**src/sv/kmt_pkg.sv**
```systemverilog
`default_nettype none
package kmt_pkg;

	localparam int LOCK_COUNT_DEF      = 16;
	localparam int QUEUE_DEPTH_DEF     = 8;
	localparam int PROCESS_ID_BITS_DEF = 8;

	localparam logic [1:0] CMD_INIT    = 2'd0;
	localparam logic [1:0] CMD_ACQUIRE = 2'd1;
	localparam logic [1:0] CMD_RELEASE = 2'd2;

	localparam logic [2:0] ST_FOUND    = 3'd0;
	localparam logic [2:0] ST_NEW      = 3'd1;
	localparam logic [2:0] ST_FULL     = 3'd2;
	localparam logic [2:0] ST_ACQUIRED = 3'd3;
	localparam logic [2:0] ST_BLOCKED  = 3'd4;
	localparam logic [2:0] ST_FREED    = 3'd5;
	localparam logic [2:0] ST_HANDED   = 3'd6;
	localparam logic [2:0] ST_ERROR    = 3'd7;

	typedef struct packed {
		logic [1:0]         command;
		logic signed [31:0] lock_key;
		logic [3:0]         lock_index;
		logic [7:0]         caller_process;
	} kmt_in_t;

	typedef struct packed {
		logic [2:0] status;
		logic [3:0] result_index;
		logic       woken_valid;
		logic [7:0] woken_process;
	} kmt_out_t;

	typedef struct packed {
		logic     done;
		kmt_out_t res;
	} kmt_rsp_t;

endpackage
`default_nettype wire

```
**src/sv/kmt_scan.sv**
```systemverilog
`default_nettype none
module kmt_scan import kmt_pkg::*; #(
	parameter int LOCK_COUNT = LOCK_COUNT_DEF
) (
	input  wire logic     clk,
	input  wire logic     arst_n,
	input  wire logic     go,
	input  wire kmt_in_t  item,
	output kmt_rsp_t      rsp
);

	localparam int IW = (LOCK_COUNT > 1) ? $clog2(LOCK_COUNT) : 1;
	localparam int CW = $clog2(LOCK_COUNT + 1);
	localparam logic [IW-1:0] LAST_IDX = IW'(LOCK_COUNT - 1);

	typedef struct packed {
		logic [31:0] key;
		logic [7:0]  cnt;
	} entry_t;

	typedef enum logic [1:0] {S_IDLE, S_SCAN, S_UPD} state_t;

	state_t              state_q;
	kmt_rsp_t            rsp_q;
	logic [CW-1:0]       issue_q;
	logic                pend_s1;
	logic [LOCK_COUNT-1:0] ent_vld_q;
	logic                free_hit_q;
	logic [IW-1:0]       free_idx_q;
	logic [IW-1:0]       upd_idx_q;
	logic [7:0]          upd_cnt_q;
	logic [2:0]          upd_st_q;
	logic [31:0]         key_q;

	entry_t              ent_mem [LOCK_COUNT];
	entry_t              ent_rd_s1;
	logic                vld_s1;
	logic [IW-1:0]       idx_s1;
	logic [IW-1:0]       rd_addr;
	logic                ent_we;

	entry_t              eff;
	logic                key_hit;
	logic                cnt_free;
	logic                last;
	logic [31:0]         idx_ext;

	function automatic logic [7:0] sat_inc(input logic [7:0] c);
		return (c == 8'hFF) ? c : c + 8'd1;
	endfunction

	assign rd_addr  = issue_q[IW-1:0];
	assign ent_we   = (state_q == S_UPD);
	assign eff      = vld_s1 ? ent_rd_s1 : '0;
	assign key_hit  = pend_s1 && (eff.key == key_q);
	assign cnt_free = pend_s1 && (eff.cnt == 8'd0);
	assign last     = pend_s1 && (idx_s1 == LAST_IDX);
	assign idx_ext  = 32'(upd_idx_q);
	assign rsp      = rsp_q;

	always_ff @(posedge clk) begin
		if (ent_we)
			ent_mem[upd_idx_q] <= '{key: key_q, cnt: upd_cnt_q};
		ent_rd_s1 <= ent_mem[rd_addr];
		vld_s1    <= ent_vld_q[rd_addr];
		idx_s1    <= rd_addr;
	end

	always_ff @(posedge clk or negedge arst_n) begin
		if (!arst_n) begin
			state_q    <= S_IDLE;
			rsp_q      <= '0;
			issue_q    <= '0;
			pend_s1    <= 1'b0;
			ent_vld_q  <= '0;
			free_hit_q <= 1'b0;
			free_idx_q <= '0;
			upd_idx_q  <= '0;
			upd_cnt_q  <= '0;
			upd_st_q   <= ST_FOUND;
			key_q      <= '0;
		end else begin
			rsp_q.done <= 1'b0;
			unique case (state_q)
				S_IDLE: begin
					pend_s1 <= 1'b0;
					if (go) begin
						key_q      <= item.lock_key;
						issue_q    <= '0;
						free_hit_q <= 1'b0;
						state_q    <= S_SCAN;
					end
				end
				S_SCAN: begin
					pend_s1 <= (issue_q < CW'(LOCK_COUNT));
					if (issue_q < CW'(LOCK_COUNT))
						issue_q <= issue_q + CW'(1);
					if (key_hit) begin
						upd_idx_q <= idx_s1;
						upd_cnt_q <= sat_inc(eff.cnt);
						upd_st_q  <= ST_FOUND;
						state_q   <= S_UPD;
					end else begin
						if (cnt_free && !free_hit_q) begin
							free_hit_q <= 1'b1;
							free_idx_q <= idx_s1;
						end
						if (last) begin
							if (free_hit_q || cnt_free) begin
								upd_idx_q <= free_hit_q ? free_idx_q : idx_s1;
								upd_cnt_q <= 8'd1;
								upd_st_q  <= ST_NEW;
								state_q   <= S_UPD;
							end else begin
								rsp_q.done <= 1'b1;
								rsp_q.res  <= '{status: ST_FULL, default: '0};
								state_q    <= S_IDLE;
							end
						end
					end
				end
				S_UPD: begin
					ent_vld_q[upd_idx_q] <= 1'b1;
					rsp_q.done <= 1'b1;
					rsp_q.res  <= '{status: upd_st_q, result_index: idx_ext[3:0],
						default: '0};
					pend_s1    <= 1'b0;
					state_q    <= S_IDLE;
				end
				default: state_q <= S_IDLE;
			endcase
		end
	end

endmodule
`default_nettype wire

```
**src/sv/kmt_queue.sv**
```systemverilog
`default_nettype none
module kmt_queue import kmt_pkg::*; #(
	parameter int LOCK_COUNT      = LOCK_COUNT_DEF,
	parameter int QUEUE_DEPTH     = QUEUE_DEPTH_DEF,
	parameter int PROCESS_ID_BITS = PROCESS_ID_BITS_DEF
) (
	input  wire logic     clk,
	input  wire logic     arst_n,
	input  wire logic     go,
	input  wire kmt_in_t  item,
	output kmt_rsp_t      rsp
);

	localparam int IW    = (LOCK_COUNT > 1) ? $clog2(LOCK_COUNT) : 1;
	localparam int HW    = (QUEUE_DEPTH > 1) ? $clog2(QUEUE_DEPTH) : 1;
	localparam int NW    = $clog2(QUEUE_DEPTH + 1);
	localparam int SW    = NW + 1;
	localparam int PID_W = (PROCESS_ID_BITS < 8) ? PROCESS_ID_BITS : 8;
	localparam int WDEP  = LOCK_COUNT * QUEUE_DEPTH;
	localparam int AW    = (WDEP > 1) ? $clog2(WDEP) : 1;

	typedef struct packed {
		logic          locked;
		logic [HW-1:0] head;
		logic [NW-1:0] count;
	} qs_t;

	typedef enum logic [1:0] {Q_IDLE, Q_READ, Q_EVAL, Q_WAKE} state_t;

	state_t                state_q;
	kmt_rsp_t              rsp_q;
	logic [LOCK_COUNT-1:0] qs_vld_q;
	logic [IW-1:0]         idx_q;
	logic [PID_W-1:0]      pid_q;
	logic                  acq_q;

	qs_t                   qs_mem [LOCK_COUNT];
	logic [PID_W-1:0]      wt_mem [WDEP];
	qs_t                   qs_rd_s1;
	logic                  qs_vld_s1;
	logic [PID_W-1:0]      wt_rd_s1;

	qs_t                   eff;
	qs_t                   qs_wdata;
	logic                  qs_we;
	logic                  wt_we;
	logic [2:0]            ev_st;
	logic                  ev_wake;
	logic [AW-1:0]         base;
	logic [AW-1:0]         wt_raddr;
	logic [AW-1:0]         wt_waddr;

	function automatic logic [HW-1:0] wrap(input logic [HW-1:0] h, input logic [NW-1:0] c);
		logic [SW-1:0] s;
		s = SW'(h) + SW'(c);
		if (s >= SW'(QUEUE_DEPTH))
			s = s - SW'(QUEUE_DEPTH);
		return HW'(s);
	endfunction

	assign eff      = qs_vld_s1 ? qs_rd_s1 : '0;
	assign base     = AW'(idx_q) * AW'(QUEUE_DEPTH);
	assign wt_raddr = base + AW'(eff.head);
	assign wt_waddr = base + AW'(wrap(eff.head, eff.count));
	assign rsp      = rsp_q;

	always_comb begin
		qs_wdata = eff;
		qs_we    = 1'b0;
		wt_we    = 1'b0;
		ev_st    = ST_ERROR;
		ev_wake  = 1'b0;
		if (acq_q) begin
			if (!eff.locked) begin
				qs_wdata.locked = 1'b1;
				qs_we = 1'b1;
				ev_st = ST_ACQUIRED;
			end else if (eff.count < NW'(QUEUE_DEPTH)) begin
				qs_wdata.count = eff.count + NW'(1);
				qs_we = 1'b1;
				wt_we = 1'b1;
				ev_st = ST_BLOCKED;
			end
		end else begin
			if (eff.count == '0) begin
				qs_wdata.locked = 1'b0;
				qs_we = 1'b1;
				ev_st = ST_FREED;
			end else begin
				qs_wdata.locked = 1'b1;
				qs_wdata.head   = wrap(eff.head, NW'(1));
				qs_wdata.count  = eff.count - NW'(1);
				qs_we   = 1'b1;
				ev_wake = 1'b1;
				ev_st   = ST_HANDED;
			end
		end
		if (state_q != Q_EVAL) begin
			qs_we = 1'b0;
			wt_we = 1'b0;
		end
	end

	always_ff @(posedge clk) begin
		if (qs_we)
			qs_mem[idx_q] <= qs_wdata;
		if (wt_we)
			wt_mem[wt_waddr] <= pid_q;
		qs_rd_s1  <= qs_mem[idx_q];
		qs_vld_s1 <= qs_vld_q[idx_q];
		wt_rd_s1  <= wt_mem[wt_raddr];
	end

	always_ff @(posedge clk or negedge arst_n) begin
		if (!arst_n) begin
			state_q  <= Q_IDLE;
			rsp_q    <= '0;
			qs_vld_q <= '0;
			idx_q    <= '0;
			pid_q    <= '0;
			acq_q    <= 1'b0;
		end else begin
			rsp_q.done <= 1'b0;
			if (qs_we)
				qs_vld_q[idx_q] <= 1'b1;
			unique case (state_q)
				Q_IDLE: begin
					if (go) begin
						idx_q   <= IW'(item.lock_index);
						pid_q   <= item.caller_process[PID_W-1:0];
						acq_q   <= (item.command == CMD_ACQUIRE);
						state_q <= Q_READ;
					end
				end
				Q_READ: state_q <= Q_EVAL;
				Q_EVAL: begin
					if (ev_wake) begin
						state_q <= Q_WAKE;
					end else begin
						rsp_q.done <= 1'b1;
						rsp_q.res  <= '{status: ev_st, default: '0};
						state_q    <= Q_IDLE;
					end
				end
				Q_WAKE: begin
					rsp_q.done <= 1'b1;
					rsp_q.res  <= '{status: ST_HANDED, result_index: 4'd0, woken_valid: 1'b1,
						woken_process: 8'(wt_rd_s1)};
					state_q    <= Q_IDLE;
				end
				default: state_q <= Q_IDLE;
			endcase
		end
	end

endmodule
`default_nettype wire

```
**src/sv/keyed_mutex_table_top.sv**
```systemverilog
// Init: the key/count table scan reads and compares one entry per cycle,
//   and stops early when the key matches.
// Acquire and release: queue read and evaluate states, plus a wake state when a release hands the lock to a waiter.
// Bad command or index: result in the cycle after start. One transaction at a time.
// Result strobe done is high for one cycle; the receiver cannot stall.
// Reset clears all lock state at once through per-entry valid bits; no clear pass.
`default_nettype none
module keyed_mutex_table_top import kmt_pkg::*; #(
	parameter int LOCK_COUNT      = LOCK_COUNT_DEF,
	parameter int QUEUE_DEPTH     = QUEUE_DEPTH_DEF,
	parameter int PROCESS_ID_BITS = PROCESS_ID_BITS_DEF
) (
	input  wire logic    clk,
	input  wire logic    arst_n,
	input  wire logic    start,
	output logic         busy,
	input  wire kmt_in_t request,
	output logic         done,
	output kmt_out_t     result
);

	typedef enum logic {T_IDLE, T_WAIT} state_t;

	state_t   state_q;
	logic     done_q;
	kmt_out_t result_q;
	kmt_in_t  item_q;
	logic     go_scan_q;
	logic     go_queue_q;
	kmt_rsp_t scan_rsp;
	kmt_rsp_t queue_rsp;
	logic     accept;
	logic     idx_ok;

	assign busy   = (state_q != T_IDLE);
	assign done   = done_q;
	assign result = result_q;
	assign accept = start && !busy;
	assign idx_ok = (32'(request.lock_index) < 32'(LOCK_COUNT));

	always_ff @(posedge clk or negedge arst_n) begin
		if (!arst_n) begin
			state_q    <= T_IDLE;
			done_q     <= 1'b0;
			result_q   <= '0;
			item_q     <= '0;
			go_scan_q  <= 1'b0;
			go_queue_q <= 1'b0;
		end else begin
			done_q     <= 1'b0;
			go_scan_q  <= 1'b0;
			go_queue_q <= 1'b0;
			unique case (state_q)
				T_IDLE: begin
					if (accept) begin
						item_q <= request;
						if (request.command == CMD_INIT) begin
							go_scan_q <= 1'b1;
							state_q   <= T_WAIT;
						end else if ((request.command == CMD_ACQUIRE ||
								request.command == CMD_RELEASE) && idx_ok) begin
							go_queue_q <= 1'b1;
							state_q    <= T_WAIT;
						end else begin
							done_q   <= 1'b1;
							result_q <= '{status: ST_ERROR, default: '0};
						end
					end
				end
				T_WAIT: begin
					if (scan_rsp.done || queue_rsp.done) begin
						done_q   <= 1'b1;
						result_q <= scan_rsp.done ? scan_rsp.res : queue_rsp.res;
						state_q  <= T_IDLE;
					end
				end
				default: state_q <= T_IDLE;
			endcase
		end
	end

	kmt_scan #(
		.LOCK_COUNT(LOCK_COUNT)
	) u_scan (
		.clk   (clk),
		.arst_n(arst_n),
		.go    (go_scan_q),
		.item  (item_q),
		.rsp   (scan_rsp)
	);

	kmt_queue #(
		.LOCK_COUNT     (LOCK_COUNT),
		.QUEUE_DEPTH    (QUEUE_DEPTH),
		.PROCESS_ID_BITS(PROCESS_ID_BITS)
	) u_queue (
		.clk   (clk),
		.arst_n(arst_n),
		.go    (go_queue_q),
		.item  (item_q),
		.rsp   (queue_rsp)
	);

	a_done_not_busy: assert property (@(posedge clk) disable iff (!arst_n)
		done |-> !busy)
		else $error("result strobe while a transaction is still in flight");

	a_accept_progress: assert property (@(posedge clk) disable iff (!arst_n)
		accept |=> (busy || done))
		else $error("accepted transaction neither started nor answered");

	a_one_unit: assert property (@(posedge clk) disable iff (!arst_n)
		!(scan_rsp.done && queue_rsp.done))
		else $error("both units answered in the same cycle");

	a_wake_status: assert property (@(posedge clk) disable iff (!arst_n)
		(done && result.woken_valid) |-> (result.status == ST_HANDED))
		else $error("woken process reported without a handover");

endmodule
`default_nettype wire

```
**config.mk**
```make
export PLATFORM = sky130hd
export DESIGN_NAME = keyed_mutex_table_top
export DESIGN_NICKNAME = d
export VERILOG_FILES = /design/src/sv/kmt_pkg.sv /design/src/sv/kmt_scan.sv /design/src/sv/kmt_queue.sv /design/src/sv/keyed_mutex_table_top.sv
export SDC_FILE = /design/constraint.sdc
export NUM_CORES = 2
export LEC_CHECK = 0
export BUFFER_PORTS_ARGS = -buffer_cell sky130_fd_sc_hd__buf_2
export CAP_MARGIN = 15
export CORE_MARGIN = 2
export CORE_UTILIZATION = 40
export CTS_CLUSTER_DIAMETER = 60
export CTS_CLUSTER_SIZE = 8
export DETAILED_ROUTE_END_ITERATION = 10
export GPL_TIMING_DRIVEN = 0
export PLACE_DENSITY = 0.59
export SYNTH_ARGS = -nofsm -noshare
export SYNTH_HDL_FRONTEND = slang
export SYNTH_SLANG_ARGS = --single-unit
export TNS_END_PERCENT = 1
```
**constraint.sdc**
```tcl
create_clock -name clk -period 7.65 [get_ports clk]
set_clock_uncertainty 0.2 [all_clocks]
set_input_delay 1.53 -clock clk [delete_from_list [all_inputs] [get_ports clk]]
set_output_delay 1.53 -clock clk [all_outputs]
set_load 0.02 [all_outputs]
```
## Yosys cells after proc, flatten, opt, wreduce, memory -nomap -nowiden

Memory sizes are Yosys's and may differ from the RTL's. A register that Yosys moved wholly into a read port is not among the register bits.
Cells that the tools add are included.

| operators by class | value |
|---|---|
| reductions and logical operators | 35 |
| bitwise gates (word level) | 4 |
| $lt $le $gt $ge | 9 |
| add/subtract/negate cells | 10 |
| multiplexer cells | 92 |
| eq/ne operators | 25 |

Operator list:

| kind | number |
|---|---|
| $mux W16 | 5 |
| $mux W17 | 4 |
| $pmux W17 S2 | 2 |
| $mux W40 | 1 |
| $mux W8 | 5 |
| $mux W1 | 37 |
| $eq A32 B32 Y1 | 1 |
| $or A16 B16 Y16 | 2 |
| $pmux W16 S2 | 1 |
| $mux W4 | 7 |
| $mux W3 | 8 |
| $ne A2 B2 Y1 const B | 9 |
| $mux W2 | 8 |
| $lt A4 B5 Y1 const B | 3 |
| $add A7 B3 Y7 | 2 |
| $reduce_and A4 Y1 | 3 |
| $reduce_bool A2 Y1 | 6 |
| $mux W5 | 2 |
| $pmux W5 S2 | 1 |
| $reduce_and A2 Y1 | 5 |
| $reduce_and A3 Y1 | 3 |
| $add A8 B1 Y8 const B | 1 |
| $bmux W1 S4 | 2 |
| $demux W1 S4 | 2 |
| 29 further kinds | 55 |

| word-level totals | value |
|---|---|
| word-level logic and storage cells | 218 |
| input port bits | 49 |
| register bits after elaboration | 213 |
| memories kept | 3 |
| output and inout port bits | 18 |
| bits in writable memories | 1792 |

Memories:

| memory | depth | bits a word | rd ports | clocked after Yosys merged registers in | write ports | line | source |
|---|---|---|---|---|---|---|---|
| u_queue.wt_mem | 128 | 8 | 1 | 1 | 1 | kmt_queue.sv:38 | `logic [PID_W-1:0] wt_mem [WDEP];` |
| u_scan.ent_mem | 16 | 40 | 1 | 1 | 1 | kmt_scan.sv:35 | `entry_t ent_mem [LOCK_COUNT];` |
| u_queue.qs_mem | 16 | 8 | 1 | 1 | 1 | kmt_queue.sv:37 | `qs_t qs_mem [LOCK_COUNT];` |

## Longest topological paths before layout

| logic depth | value |
|---|---|
| word-level depth | 8 |
| mapped depth | 13 |
| mapped depth without buffers | 9 |

## Hierarchy

A second synthesis with hierarchy kept.

| unflattened totals | value |
|---|---|
| cells, all modules | 4393 |
| area total of the unflattened synthesis | 80240.7 µm² |

By module, submodules not included:

| module | times used | cells an instance | area an instance (µm²) | seq. area each (µm²) |
|---|---|---|---|---|
| kmt_queue | 1 | 2720 | 47934.7 | 36034.6 |
| kmt_scan | 1 | 1377 | 29465.8 | 22146.2 |
| keyed_mutex_table_top | 1 | 296 | 2840.2 | 1651.6 |

## Worst setup path before layout

OpenSTA, ideal clock, no wires.

| path | value |
|---|---|
| path kind | register to register |
| from | register u_scan.state_q[0] |
| to | register u_scan.ent_vld_q[4] |
| setup time | 88 ps |
| required time | 7362 ps |
| cell stages (with the launch flop) | 7 |
| setup slack | 2058 ps |
| buffers on the path | 1 |
| data arrival time | 5304 ps |
| cell sequence | dfrtp_1 inv_1 ha_1 clkbuf_1 nand2_1 nor4_1 or2_2 |

| on the way | value |
|---|---|
| longest elaborated chain between the ends | 1 |

Ends and longest elaborated chain:

| item | line | source |
|---|---|---|
| start: declaration | kmt_scan.sv:23 | `state_t state_q;` |
| start signal: assignment | kmt_scan.sv:71 | `state_q <= S_IDLE;` |
| start signal: assignment | kmt_scan.sv:91 | `state_q <= S_SCAN;` |
| start signal: assignment | kmt_scan.sv:102 | `state_q <= S_UPD;` |
| $eq A2 B2 Y1 | kmt_scan.sv:84 | `unique case (state_q)` |
| end signal: assignment | kmt_scan.sv:75 | `ent_vld_q <= '0;` |
| end signal: indexed assignment | kmt_scan.sv:123 | `ent_vld_q[upd_idx_q] <= 1'b1;` |
| end: declaration | kmt_scan.sv:27 | `logic [LOCK_COUNT-1:0] ent_vld_q;` |

Every way passes these cells.
A chain may end at the register's enable or synchronous reset.

## Worst setup path after layout

| path | value |
|---|---|
| from | register u_queue.qs_vld_s1 |
| to | memory u_queue.wt_mem[94][6] (netlist bit), enable pin |

| on the way | value |
|---|---|
| longest elaborated chain between the ends | 8 |

Ends and longest elaborated chain:

| item | line | source |
|---|---|---|
| start: declaration | kmt_queue.sv:40 | `logic qs_vld_s1;` |
| start signal: assignment | kmt_queue.sv:110 | `qs_vld_s1 <= qs_vld_q[idx_q];` |
| $mux W8 (*) | kmt_queue.sv:61 | `assign eff = qs_vld_s1 ? qs_rd_s1 : '0;` |
| parallel branches: the longest is 7 deep, another holds $add A7 B3 Y7 | - |  |
| end: declaration | kmt_queue.sv:38 |  |

Mark *: on every way between the ends.

==> out/metrics.yaml <==
timing:
  min_period_over_period: 0.8948
  fmax_ghz: 0.1461
  report.final.hold_viol_count: 0
  rsz0062_at_grt: "no"
  finalSetupTns_ns: 0
  period_minus_slack_ns: 6.845
  maxSlewHeadroom: 0.1301
  worstMarginPinSlew_ns: 1.305
  final.setup.worst_slack_ns: 0.8046
  slew_viol_final: 0
  setup_violations: 0
job:
  drv_cap: 0
grt:
  grt_pass1_wl_mm: 318.6
  antenna_found_initial: 4
  grt_overflow: 0
  track_usage: 0.2163
  grt_pass1_vias: 44654
  grt_max_degree: 110
min_path:
  min_path_cells: 0
  hold_start: "u_scan.issue_q[3]$_DFFE_PN0P_"
  holdCritPathClass: "flip-flop to flip-flop"
  whs_endpoint: "u_scan.idx_s1[3]$_DFF_P_"
clocking:
  cts.repair.resized: 0
  cts_hold_buf: 0
  clock-sinks: 2045
  root_buffer: "clkbuf_16"
  h-tree-depth: 5
  path_clk_slew_ns: 0.05
  cts_tree: "yes"
  clk_latency_ns: 0.91
  numCtsBuffers: 306
  cts_setup_buffers: 0
  cts_buffer_depth: 4
routing:
  drtPass1Iterations: 6
  drt-initial-drc-count: 5374
  routedWlPerCell_um: 28.43
  wl_mm: 222.3
  num_vias: 44322
  drc: 0
  drt-vias-per-instance: 5.668
  antenna_left: 0
worst_setup_path:
  crit_top_cell: "clkbuf_1"
  worst_setup_path_start_kind: "flip-flop"
  cpPeakStageDelay_ns: 0.96
  rr_endpoint: "u_queue.wt_mem[94][6]$_DFFE_PP_"
  r2r-start: "u_queue.qs_vld_s1$_DFF_P_"
  path_cells: "clkbuf_1 -> clkbuf_1 -> clkbuf_1 -> buf_1 -> nand2_1 -> inv_1 -> ha_1 -> inv_1 -> fa_1 -> xor2_1 -> nand2_1 -> clkbuf_1 -> nor2_1"
  rrSetupSlack_ns: 0.80
  reg2reg_depth: 13
  worst-path-max-fanout: 10
  critPathArrivalTime_ns: 7.14
  path_class: "flip-flop to flip-flop"
  end_kind: "flip-flop"
  critPathSlowestCell: "nor2_1"
  required_ns: 7.95
placement:
  dp_hpwl_mm: 147.2
  placed_area_um2: 84930
  pre_cts_slack_ns: 1.105
  place.gp.congestion: 0.8797
  io_buffer_count: 66
floorplanning:
  die_area_um2: 203000
  io_pins: 67
  rows: 163
  start_util: 0.4033
  fp.dieW_um: 450.6
  die_h_um: 450.6
  core_um2: 197800
synth:
  ys_ff_latch: 2045
  synth_warnings: 0
  synth_area_um2: 79780
  ys_seq_area_frac: 0.7499
  netlist-cell-type-count: 70
  synthCells: 4579
  synth_nets: 4642
  synthFlopType: "edfxtp_1"
  async_flop_share: 0.09340
  syn_avg_cell_area_um2: 17.42
  synth-edff-count: 1792
pwr:
  power.leakage_uw: 0.03179
  ir_drop_mv: 0.2726
  powerDensity_nw_per_um2: 390.7
finish:
  synthToLayoutAreaGrowth_pct: 16.92
  nNetsFinal: 5108
  design_area_um2: 93280
  final_util: 0.4715
  fillerInstances: 16682
  layout-drive-gt1-share: 0.1882
status:
  status: "completed"
==> flip-flops by register name, indices dropped and copies added (netlist names), 8 cells and up <==
register and count:
item_q 46, u_queue.qs_rd_s1 8, u_queue.qs_mem 128, u_scan.ent_vld_q 16, u_queue.wt_mem 1024, u_queue.wt_rd_s1 8
u_scan.upd_cnt_q 8, u_scan.ent_mem 640, result 16, u_queue.pid_q 8, u_queue.qs_vld_q 16, u_scan.key_q 32
u_queue.rsp 13, u_scan.ent_rd_s1 40
==> kinds of logic (layout without fill, tap and decap cells) <==
family,Yosys count,after routing,synth area share
xor gates and xnor gates,18,18,0.001976
adders and majority gates,14,14,0.002290
muxes,693,693,0.1277
other,0,4,0
AOI/OAI and AO/OA,484,484,0.04874
buffers and inverters,304,900,0.01532
and+or+nand+nor,1021,1021,0.05403
DFF,2045,2045,0.7499
==> cell usage after synthesis, types with 4 or more instances <==
cell type	count	share of area
mux2i_1	343	0.043
buf_2	41	0.0026
nor4_1	7	0.00055
o21ai_1	7	0.00044
a32o_1	80	0.010
nand2b_1	21	0.0016
xnor2_1	9	0.00099
buf_1	48	0.0023
dfrtp_1	191	0.060
o311ai_0	8	0.00088
or2_2	35	0.0027
dfxtp_1	62	0.016
nor2_1	186	0.0088
o2111ai_1	4	0.00044
o221ai_1	63	0.0069
buf_6	4	0.00056
o31ai_1	4	0.00038
mux2_2	100	0.014
o22ai_1	22	0.0017
o22a_1	5	0.00055
o221a_2	34	0.0048
a22oi_1	20	0.0019
nand4b_1	8	0.00088
nor2b_1	13	0.0010
xor2_1	9	0.00099
nand4_1	11	0.00086
a22o_1	13	0.0014
a21o_1	5	0.00047
a31oi_1	6	0.00047
a21oi_1	42	0.0026
mux4_2	250	0.071
edfxtp_1	1792	0.67
nor3_1	25	0.0016
clkbuf_1	176	0.0083
o2bb2ai_1	5	0.00055
nand3_1	52	0.0033
inv_1	35	0.0016
a221oi_1	25	0.0027
a32oi_1	50	0.0055
ha_1	13	0.0020
nand2_1	635	0.030
o21ai_0	66	0.0041
and2_1	4	0.00031
and3_1	5	0.00039
==> critical path: cells and delay by family (launching register included) <==
| kind | cells | cell delay [ns] |
|---|---|---|
| buffers and inverters | 7 | 3.10 |
| and+or+nand+nor | 3 | 1.86 |
| adders and majority gates | 2 | 0.64 |
| DFF | 1 | 0.32 |
| xor gates and xnor gates | 1 | 0.31 |
==> report_power, final <==
group,internal (uW),switching (uW)
clock network,7290,4550
registers,14000,1240
logic,3040,6280
==> worst max path at each step <==
stage                                                 end                     startpoint  slack (ns)
final                     u_queue.wt_mem[94][6]$_DFFE_PP_      u_queue.qs_vld_s1$_DFF_P_        0.80
after global routing      u_queue.wt_mem[94][6]$_DFFE_PP_      u_queue.qs_vld_s1$_DFF_P_        0.73
after CTS                 u_queue.wt_mem[94][6]$_DFFE_PP_      u_queue.qs_vld_s1$_DFF_P_        1.09
after detailed placement  u_queue.wt_mem[94][1]$_DFFE_PP_      u_queue.qs_vld_s1$_DFF_P_        1.11
after global placement    u_scan.ent_vld_q[4]$_DFFE_PN0P_  u_scan.state_q[0]$_DFFE_PN0P_       -4.46
after floorplan           u_scan.ent_vld_q[4]$_DFFE_PN0P_  u_scan.state_q[0]$_DFFE_PN0P_        2.06
==> area by class of cell <==
type                       instances  area [um^2]  area share
multi-input combinational       2230        18830      0.2019
timing repair buffer             158         1774     0.01902
clock buffer                     428         8179     0.08768
tap                             2640         3303     0.03541
sequential                      2045        59860      0.6417
inverter                          35        131.4    0.001408
clock inverter                    10        97.59    0.001046
buffer                           269         1091     0.01170
antenna                            4        10.01   0.0001073
==> per-layer routing <==
metal | track usage | share of wire | up-vias
met5 | 0 | 0.000058 | -
met2 | 0.3535 | 0.48 | 1921
met3 | 0.03935 | 0.074 | 482
met1 | 0.2864 | 0.40 | 22943
li1 | - | - | 18974
met4 | 0.08727 | 0.041 | 2
==> cell usage in the layout, fill, tap and decap left out, drive strengths merged, types with 80 or more instances in the layout <==
cell    count
mux2      100
mux2i     343
nor2      186
nand2     635
a32o       80
dfrtp     191
edfxtp   1792
clkbuf    604
mux4      250
buf       251
==> per-stage QoR <==
step / power, uW / instances / hold slack, ns
after floorplan: 20110 / 4579 / 0.1454
after global placement: 24470 / 7285 / 0.1523
after detailed placement: 24660 / 7373 / 0.1568
after CTS: 36480 / 7811 / 0.1868
after global routing: 37540 / 7817 / 0.1974
final: 36440 / 7819 / 0.1917
(Power assumes the default switching activity.)
